[config.mk]
export PLATFORM = sky130hd
export DESIGN_NAME = xtea_block_decrypt_core
export DESIGN_NICKNAME = d
export VERILOG_FILES = /design/src/hw/rtl/xtea_pkg.sv /design/src/hw/rtl/xtea_round_unit.sv /design/src/hw/rtl/xtea_block_decrypt_core.sv
export SDC_FILE = /design/constraint.sdc
export NUM_CORES = 1
export LEC_CHECK = 0
export ABC_AREA = 0
export BUFFER_PORTS_ARGS = -buffer_cell sky130_fd_sc_hd__buf_2
export CELL_PAD_IN_SITES_DETAIL_PLACEMENT = 0
export CELL_PAD_IN_SITES_GLOBAL_PLACEMENT = 1
export CORE_UTILIZATION = 49
export CTS_CLUSTER_DIAMETER = 80
export DETAILED_ROUTE_END_ITERATION = 10
export PLACE_DENSITY_LB_ADDON = 0.1
export SYNTH_ARGS = -nofsm -noshare
export SYNTH_HDL_FRONTEND = slang
export SYNTH_SLANG_ARGS = --single-unit
[constraint.sdc]
create_clock -name clock -period 8.15 [get_ports clock]
set_input_delay 1.2225 -clock clock [delete_from_list [all_inputs] [get_ports clock]]
set_output_delay 1.2225 -clock clock [all_outputs]
set_load 0.01 [all_outputs]
[src/hw/rtl/xtea_pkg.sv]
`timescale 1ns / 1ps
// Shared types and constants for the XTEA block decrypt core.
// Used by xtea_round_unit, xtea_block_decrypt_core and xtea_checker; no dependencies.

package xtea_pkg;

   localparam int WORD_W   = 32;
   localparam int ROUND_W  = 8;
   localparam int CSR_IDX_W = 3;
   localparam int BLOCK_W  = 2 * WORD_W;
   localparam int KEY_WORDS = 4;

   localparam logic [WORD_W-1:0]  DELTA = 32'h9E37_79B9;
   localparam logic [ROUND_W-1:0] ROUND_COUNT_RESET = 8'd64;

   typedef enum logic [CSR_IDX_W-1:0] {
      CSR_ROUND_COUNT = 3'd0,
      CSR_KEY_WORD_0  = 3'd1,
      CSR_KEY_WORD_1  = 3'd2,
      CSR_KEY_WORD_2  = 3'd3,
      CSR_KEY_WORD_3  = 3'd4
   } csr_index_type;

   typedef enum logic [1:0] {
      ST_IDLE = 2'd0,
      ST_RUN  = 2'd1,
      ST_DONE = 2'd2
   } state_type;

   typedef struct packed {
      logic [WORD_W-1:0] mix_src;
      logic [WORD_W-1:0] target;
      logic [WORD_W-1:0] sum;
      logic [WORD_W-1:0] key;
   } round_op_type;

endpackage

[src/hw/rtl/xtea_round_unit.sv]
`timescale 1ns / 1ps
// Shared XTEA half-round datapath: target - (mix(src) ^ (sum + key)).
// Depends on xtea_pkg.

module xtea_round_unit
   import xtea_pkg::*;
(
   input  round_op_type      op,
   output logic [WORD_W-1:0] result
);

   logic [WORD_W-1:0] mix;
   logic [WORD_W-1:0] sum_key;

   assign mix     = ((op.mix_src << 4) ^ (op.mix_src >> 5)) + op.mix_src;
   assign sum_key = op.sum + op.key;
   assign result  = op.target - (mix ^ sum_key);

endmodule

[src/hw/rtl/xtea_block_decrypt_core.sv]
`timescale 1ns / 1ps
// XTEA 64-bit block decryption core with register-programmed key and round count.
// Depends on xtea_pkg and xtea_round_unit.
//
//   channel | direction | handshake            | payload
//   --------+-----------+----------------------+------------------------------------
//   req_    | in        | req_tvalid/tready    | tdata: cipher_first, cipher_second
//   rsp_    | out       | rsp_tvalid/tready    | tdata: plain_first, plain_second
//   csr_    | in        | csr_valid/csr_ready  | csr_index, csr_data
//
// One half-round per cycle through a single shared round unit: a request with
// N rounds runs two half-rounds per round; N=0 goes straight to the response.
// req_tready is low from acceptance until the response is taken.
// A stalled response holds in its output register. Reset is synchronous and
// restores round_count to 64 and the key to zero; csr_ready is always high.

module xtea_block_decrypt_core
   import xtea_pkg::*;
(
   input  logic                 clock,
   input  logic                 reset,

   input  logic                 req_tvalid,
   output logic                 req_tready,
   input  logic [BLOCK_W-1:0]   req_tdata,   // [31:0] cipher_first, [63:32] cipher_second

   output logic                 rsp_tvalid,
   input  logic                 rsp_tready,
   output logic [BLOCK_W-1:0]   rsp_tdata,   // [31:0] plain_first, [63:32] plain_second

   input  logic                 csr_valid,
   output logic                 csr_ready,
   input  logic [CSR_IDX_W-1:0] csr_index,
   input  logic [WORD_W-1:0]    csr_data
);

   state_type            state_ff, state_in;
   logic [ROUND_W-1:0]   round_count_ff;
   logic [WORD_W-1:0]    key_ff [KEY_WORDS];
   logic [WORD_W-1:0]    a_ff, b_ff, sum_ff;
   logic [ROUND_W-1:0]   count_ff;
   logic                 phase_ff;

   logic                 req_accept;
   logic                 csr_write;
   logic [WORD_W-1:0]    sum_init;
   logic [1:0]           key_sel;
   round_op_type         op;
   logic [WORD_W-1:0]    unit_result;

   assign req_accept = req_tvalid && req_tready;
   assign csr_write  = csr_valid && csr_ready;
   assign sum_init   = DELTA * WORD_W'(round_count_ff);

   always_comb begin
      key_sel    = phase_ff ? sum_ff[1:0] : sum_ff[12:11];
      op.mix_src = phase_ff ? b_ff : a_ff;
      op.target  = phase_ff ? a_ff : b_ff;
      op.sum     = sum_ff;
      op.key     = key_ff[key_sel];
   end

   xtea_round_unit u_round (
      .op     (op),
      .result (unit_result)
   );

   always_comb begin
      state_in = state_ff;
      case (state_ff)
         ST_IDLE: begin
            if (req_accept) begin
               state_in = (round_count_ff == '0) ? ST_DONE : ST_RUN;
            end
         end
         ST_RUN: begin
            if (phase_ff && count_ff == ROUND_W'(1)) begin
               state_in = ST_DONE;
            end
         end
         ST_DONE: begin
            if (rsp_tready) begin
               state_in = ST_IDLE;
            end
         end
         default: state_in = ST_IDLE;
      endcase
   end

   always_comb begin
      req_tready = 1'b0;
      rsp_tvalid = 1'b0;
      case (state_ff)
         ST_IDLE: req_tready = 1'b1;
         ST_DONE: rsp_tvalid = 1'b1;
         default: begin
            req_tready = 1'b0;
            rsp_tvalid = 1'b0;
         end
      endcase
   end

   assign rsp_tdata = {b_ff, a_ff};
   assign csr_ready = 1'b1;

   always_ff @(posedge clock) begin
      if (reset) begin
         state_ff       <= ST_IDLE;
         round_count_ff <= ROUND_COUNT_RESET;
         for (int i = 0; i < KEY_WORDS; i++) begin
            key_ff[i] <= '0;
         end
         count_ff <= '0;
         phase_ff <= 1'b0;
      end else begin
         state_ff <= state_in;
         if (csr_write) begin
            case (csr_index)
               CSR_ROUND_COUNT: round_count_ff <= csr_data[ROUND_W-1:0];
               CSR_KEY_WORD_0:  key_ff[0] <= csr_data;
               CSR_KEY_WORD_1:  key_ff[1] <= csr_data;
               CSR_KEY_WORD_2:  key_ff[2] <= csr_data;
               CSR_KEY_WORD_3:  key_ff[3] <= csr_data;
               default: ;
            endcase
         end
         if (req_accept) begin
            count_ff <= round_count_ff;
            phase_ff <= 1'b0;
         end else if (state_ff == ST_RUN) begin
            if (phase_ff) begin
               count_ff <= count_ff - ROUND_W'(1);
            end
            phase_ff <= ~phase_ff;
         end
      end
   end

   always_ff @(posedge clock) begin
      if (req_accept) begin
         a_ff   <= req_tdata[WORD_W-1:0];
         b_ff   <= req_tdata[BLOCK_W-1:WORD_W];
         sum_ff <= sum_init;
      end else if (state_ff == ST_RUN) begin
         if (phase_ff) begin
            a_ff <= unit_result;
         end else begin
            b_ff   <= unit_result;
            sum_ff <= sum_ff - DELTA;
         end
      end
   end

endmodule

Word level (Yosys, flattened, before mapping)
Memories as Yosys holds them, arrays and structs flattened.
Cells that the tools add are included.
{"block": "classes", "add_sub_neg": 5, "mul": 1, "eq_ne": 11, "n_mux": 44, "n_bitwise": 7, "reduce_logical": 12}
{"operator": "$mux 32", "count": 15}
{"operator": "$add 32x32->32", "count": 2}
{"operator": "$mul 32x8->32 const A", "count": 1}
{"operator": "$sub 32x32->32", "count": 1}
{"operator": "$sub 32x32->32 const B", "count": 1}
{"operator": "$xor 32x27->32", "count": 1}
{"operator": "$xor 32x32->32", "count": 1}
{"operator": "$mux 8", "count": 3}
{"operator": "$mux 1", "count": 20}
{"operator": "$mux 2", "count": 5}
{"operator": "$eq 8x1->1 const B", "count": 1}
{"operator": "$logic_not 8->1", "count": 1}
{"operator": "$sub 8x1->8 const B", "count": 1}
{"operator": "$eq 3x2->1 const B", "count": 2}
{"operator": "$ne 2x2->1 const B", "count": 3}
{"operator": "$pmux 2 s3", "count": 1}
{"operator": "$reduce_and 2->1", "count": 3}
{"operator": "$or 1x1->1", "count": 4}
{"operator": "$reduce_bool 2->1", "count": 2}
{"operator": "$eq 3x1->1 const B", "count": 1}
{"operator": "$eq 3x3->1 const B", "count": 1}
{"operator": "$logic_not 3->1", "count": 1}
{"operator": "$reduce_and 3->1", "count": 1}
{"operator": "$eq 2x1->1 const B", "count": 1}
{"operator": "other kinds (6)", "count": 7}
{"block": "word_totals", "register_bits": 115, "mem_bits_rw": 128, "inputBits": 104, "out_inout_bits": 67, "memories": 1}
{"name": "key_ff", "depth": 4, "width": 32, "rd": 1, "rd_clocked_by_memory_dff": 0, "write_ports": 4, "line_no": "xtea_block_decrypt_core.sv:39", "text": "logic [WORD_W-1:0] key_ff [KEY_WORDS];"}

Depth between registers and ports, before layout
{"block": "depth", "ltp_word": 8, "depth_mapped": 26, "ltp_nobuf": 23}

By module
A second synthesis with hierarchy kept.
{"block": "hier_totals", "hier_cells": 2023, "area_unflattened_um2": 20290.7}
{"module": "xtea_block_decrypt_core", "n_inst": 1, "cells_per_inst": 1366, "area_each_um2": 15323.4, "seq_area_each_um2": 7106.8}
{"module": "xtea_round_unit", "n_inst": 1, "cells_per_inst": 657, "area_each_um2": 4967.3, "seq_area_each_um2": 0.0}

Worst setup path after synthesis
OpenSTA, ideal clock, no wires.
{"block": "synth_path", "path_type": "reg-to-reg", "from": "reg phase_ff", "to": "reg a_ff[29], data pin", "setup_ns": 0.278, "arrival_ns": 5.473, "t_required_ns": 7.872, "setup_slack_ns": 2.399, "stages_incl_launch_ff": 25, "path_buffers": 2, "period_less_slack_ns": 5.751, "path_cell_list": "dfxtp_1 buf_2 mux2i_1 buf_2 mux4_2 ha_1 fa_1 nand3_1 nand2_1 a21oi_2 o41ai_1 a21o_1 a21o_1 a21oi_1 xnor2_1 xnor2_1 ha_1 a21oi_1 o21ai_0 o311ai_0 o211ai_1 o21ai_1 a21boi_0 o311ai_1 o211ai_1"}
{"block": "synth_between", "elab_chain_cells": 8}
{"item": "start: declaration", "line_no": "xtea_block_decrypt_core.sv:42", "text": "logic phase_ff;"}
{"item": "start signal: assignment", "line_no": "xtea_block_decrypt_core.sv:134", "text": "phase_ff <= ~phase_ff;"}
{"item": "$mux 2 / $mux 32 (equally long branches)", "line_no": "xtea_block_decrypt_core.sv:56, xtea_block_decrypt_core.sv:57"}
{"item": "$mem_v2 4x32 / $xor 32x27->32 (equally long branches)"}
{"item": "$add 32x32->32, on equally long branches", "line_no": "xtea_round_unit.sv:16, xtea_round_unit.sv:15"}
{"item": "$xor 32x32->32", "line_no": "xtea_round_unit.sv:17", "text": "assign result = op.target - (mix ^ sum_key);"}
{"item": "$sub 32x32->32 (*)", "line_no": "xtea_round_unit.sv:17"}
{"item": "$mux 32 (*)", "line_no": "xtea_block_decrypt_core.sv:145", "text": "if (phase_ff) begin"}
{"item": "$mux 32 (*)", "line_no": "xtea_block_decrypt_core.sv:144", "text": "end else if (state_ff == ST_RUN) begin"}
{"item": "$mux 32 (*)", "line_no": "xtea_block_decrypt_core.sv:140", "text": "if (req_accept) begin"}
{"item": "end signal: assignment", "line_no": "xtea_block_decrypt_core.sv:141", "text": "a_ff <= req_tdata[WORD_W-1:0];"}
{"item": "end signal: assignment", "line_no": "xtea_block_decrypt_core.sv:146", "text": "a_ff <= unit_result;"}
{"item": "end: declaration", "line_no": "xtea_block_decrypt_core.sv:40", "text": "logic [WORD_W-1:0] a_ff, b_ff, sum_ff;"}
Every way passes the cells marked *; elsewhere a longest branch is shown, timed or not. The select of a mux whose other input is x is not followed.
A chain may end at the register's enable or synchronous reset.

Final worst setup path
{"block": "layout_path", "from": "reg sum_ff[11]", "to": "reg b_ff[28], data pin"}
{"block": "layout_between", "elab_chain_cells": 8}
{"item": "start: declaration", "line_no": "xtea_block_decrypt_core.sv:40"}
{"item": "start signal: assignment", "line_no": "xtea_block_decrypt_core.sv:143", "text": "sum_ff <= sum_init;"}
{"item": "start signal: assignment", "line_no": "xtea_block_decrypt_core.sv:149", "text": "sum_ff <= sum_ff - DELTA;"}
{"item": "$mux 2", "line_no": "xtea_block_decrypt_core.sv:56", "text": "key_sel = phase_ff ? sum_ff[1:0] : sum_ff[12:11];"}
{"item": "$mem_v2 4x32"}
{"item": "$add 32x32->32 (*)", "line_no": "xtea_round_unit.sv:16", "text": "assign sum_key = op.sum + op.key;"}
{"item": "$xor 32x32->32 (*)", "line_no": "xtea_round_unit.sv:17"}
{"item": "$sub 32x32->32 (*)", "line_no": "xtea_round_unit.sv:17"}
{"item": "$mux 32 (*)", "line_no": "xtea_block_decrypt_core.sv:145"}
{"item": "$mux 32 (*)", "line_no": "xtea_block_decrypt_core.sv:144"}
{"item": "$mux 32 (*)", "line_no": "xtea_block_decrypt_core.sv:140"}
{"item": "end signal: assignment", "line_no": "xtea_block_decrypt_core.sv:142", "text": "b_ff <= req_tdata[BLOCK_W-1:WORD_W];"}
{"item": "end signal: assignment", "line_no": "xtea_block_decrypt_core.sv:148", "text": "b_ff <= unit_result;"}
{"item": "end: declaration", "line_no": "xtea_block_decrypt_core.sv:40"}
Marked as above.

==> summary.md <==
| Metric | Value |
|---|---|
| Outcome | complete, no violations |
| Synth Net Count | 2,324 |
| Max-slew violations | 0 |
| Yosys reg bits | around 240 |
| Post-Syn Area | 20,100 um2 |
| Yosys cell types | 74 |
| Vias in the first global route | 14,900 |
| Port bufs | 169 |
| Crit-path max FO | 24 |
| Vias post-DR | 15,300 |
| Initial antenna violation count | 0 |
| Fill cells | 3,631 |
| Final setup fails | 0 |
| Register area share after synthesis | 35.3% |
| Critical path capture point type | flop |
| Chip Width | 205 um |
| Synthesized area per cell | around 10 um2 |
| GRT Overall Usage | 26.4% |
| Layout cell share with drive strength beyond 1 | 16.0% |
| Clk slew on worst S/H paths | 60 ps |
| Root Driver | clkbuf_16 |
| Net count, final | roughly 2,500 |
| Final Cell Area | approximately 23,000 um2 |
| DRC viols | 0 |
| Drt total wl | 55,000 um |
| Hold WC Path Type | reg -> reg |
| N_diodes | 0 |
| Die area | 41,900 um2 |
| Detailed Place HPWL | 43,000 um |
| CP Launch Type | flop |
| Area grow syn2layout | 11.8% |
| Htree depth | 1 |
| # IOs | 171 |
| Max_slew headroom | 29.7% |
| DR WL/cell | 20.5 um |
| CTS tree | done |
| DR iter-0 viols | between 1,000 and 1,500 |
| Post-synth EDFFs | 224 |
| GP Congestion | 0.907 |
| Clk buf depth | 3 |
| Drt pass-1 iters | 5 |
| PostCTS Resize Cnt | 0 |
| Slew @ Worst Pin | about 1000 ps |
| Die height | 205 um |
| CTS Hold Bufs | 0 |
| Clk_skew | 34.6 ps |
| Share of the synthesized area in the top cell type | 33.4% |
| Syn Inst Count | 1,988 |
| First-pass GRT wire length | 84,900 um |
| Crit path kind | reg -> reg |
| Row count | 73 |
| Hold Vio Cnt, Final | 0 |
| Area after DPL | roughly 22,000 um2 |
| Post-CTS Setup Bufs | 0 |
| Synthesis Warnings | 0 |
| Clk_lat worst skew | 610 ps |
| Minimum clock period | between 6000 and 7000 ps |
| Overflow after GRT | 0 |
| Core ar. | 40,100 um2 |
| Total negative slack | 0 ps |
| Synth Flop Type | edfxtp_1 |
| Clock Sinks | about 240 |
| Fin crit share | 82.3% |
| Area leader, netlist | edfxtp_1 |
| Post-route ant nets | 0 |
| CTS Buf Count | 29 |
| RSZ-0062 raised after global routing | no |
| Vias per cell | 5.70 |
| Synth top area cells | edfxtp_1 (33%), ha_1 (10%), fa_1 (6.5%) |
| Async SR Flop Fraction | 0% |
| CP Data Required Time | 8510 ps |
| Arr. time, crit path | around 7100 ps |
| Starting Density | approximately half |
| Largest net degree at the start of global routing | 86 |
| Max-Cap Viols | 0 |
| Max Clock Freq | 149 MHz |
## cells in the final DEF (no fill, tap or decap), types with 7 or more instances in the layout
cell type	instances
mux2i_1	25
nor3_1	24
and2_1	135
nand4_1	15
buf_2	169
and3_1	9
xnor2_1	123
o31ai_1	11
o21ai_0	90
nand2b_1	24
xor2_1	58
nor2b_1	7
fa_1	65
mux2_2	48
dfxtp_1	18
or3_1	10
edfxtp_1	224
a31o_2	10
o21bai_1	10
mux4_2	32
o211ai_1	11
a21oi_1	128
inv_1	138
nand3_1	34
clkbuf_16	29
buf_4	14
ha_1	167
nand2_1	208
nor2_1	89
o21a_1	14
a211oi_1	14
a21o_1	77
a31oi_1	18
## registers in the layout, indices dropped and copies added, names as in the netlist
register,count
round_count_ff,8
sum_ff,32
a_ff,32
b_ff,32
count_ff,8
key_ff,128
state_ff,2
phase_ff,1
## Yosys cell counts, drive strengths merged (4+ instances only)
cell / instances
a21oi: 132
mux4: 32
edfxtp: 224
a21boi: 5
and2: 136
a31oi: 20
buf: 15
mux2: 48
o21ai: 97
nor2b: 7
or3: 10
and4: 4
nor3: 25
nand2b: 24
and3: 9
o211ai: 11
nand3: 34
nor4: 9
nand2: 210
clkbuf: 46
nor2: 90
a211oi: 16
o31ai: 12
xor2: 58
nand4: 15
inv: 138
a31o: 11
xnor2: 123
mux2i: 27
o21a: 14
o21bai: 10
a21o: 77
ha: 167
dfxtp: 19
fa: 65
## path summary, 6_finish.rpt
check | cells after the start | start | end | slack [ps]
worst min register to register | 2 | count_ff[6]$_SDFFE_PP0P_ | count_ff[6]$_SDFFE_PP0P_ | 520
worst max-delay path | 23 | sum_ff[11]$_DFFE_PP_ | b_ff[28]$_DFFE_PP_ | 1440
worst max register to register | 23 | sum_ff[11]$_DFFE_PP_ | b_ff[28]$_DFFE_PP_ | 1440
worst min-delay path | 2 | count_ff[6]$_SDFFE_PP0P_ | count_ff[6]$_SDFFE_PP0P_ | 520
## cells by family (layout without fill, tap and decap cells)
family,count (synthesis),count (layout),share of synthesized area [%]
buffers and inverters,199,375,3.76
and+or+nand+nor,587,587,14.3
other,1,1,0.0186
adders and majority gates,232,232,16.8
muxes,107,107,7.61
AOI/OAI and AO/OA,436,436,14.0
DFF,243,243,35.3
xor gates and xnor gates,183,183,8.10
## worst max-delay path, stage by stage, from the launching register on
cell	delay [ps]
edfxtp_1	520
mux2i_4	520
buf_12	310
mux4_2	590
ha_1	320
a211oi_1	340
nor4_1	140
nor4_2	470
o31ai_1	140
a21o_1	220
a21o_1	180
a21oi_1	170
xnor2_1	170
xnor2_1	130
ha_1	420
nand2_1	120
nor2_1	280
nand2_1	130
a211oi_1	490
a2111oi_2	130
o211ai_1	230
nand2_1	140
mux2i_1	160
a21o_1	160
## through the flow
step	cells	hold slack, ps	utilization, %	setup slack, ps
after floorplan	1988	483	-	2400
after global placement	2636	509	53.9	1480
after detailed placement	2636	511	53.9	1430
after CTS	2689	527	56.1	1430
after global routing	2689	571	56.1	1070
final	2689	525	56.1	1440
## final cells by class
class                      count  area (um2)  area share [%]
timing repair buffer         184         971            4.31
inverter                     138         518            2.30
sequential                   243        7110            31.6
multi-input combinational   1546       12300            54.8
clock inverter                19         168           0.745
tap                          525         657            2.92
clock buffer                  34         744            3.31
## layer usage
metal	vias up	part of all wire [%]	track usage [%]
met2	404	46	42.7
met5	-	0	0
met4	0	2.5	6.90
li1	7423	-	-
met3	60	4.5	3.01
met1	7440	47	37.4
Power is not shown: default switching activity piles up to over one toggle a cycle in this logic, so the estimate is an artifact.
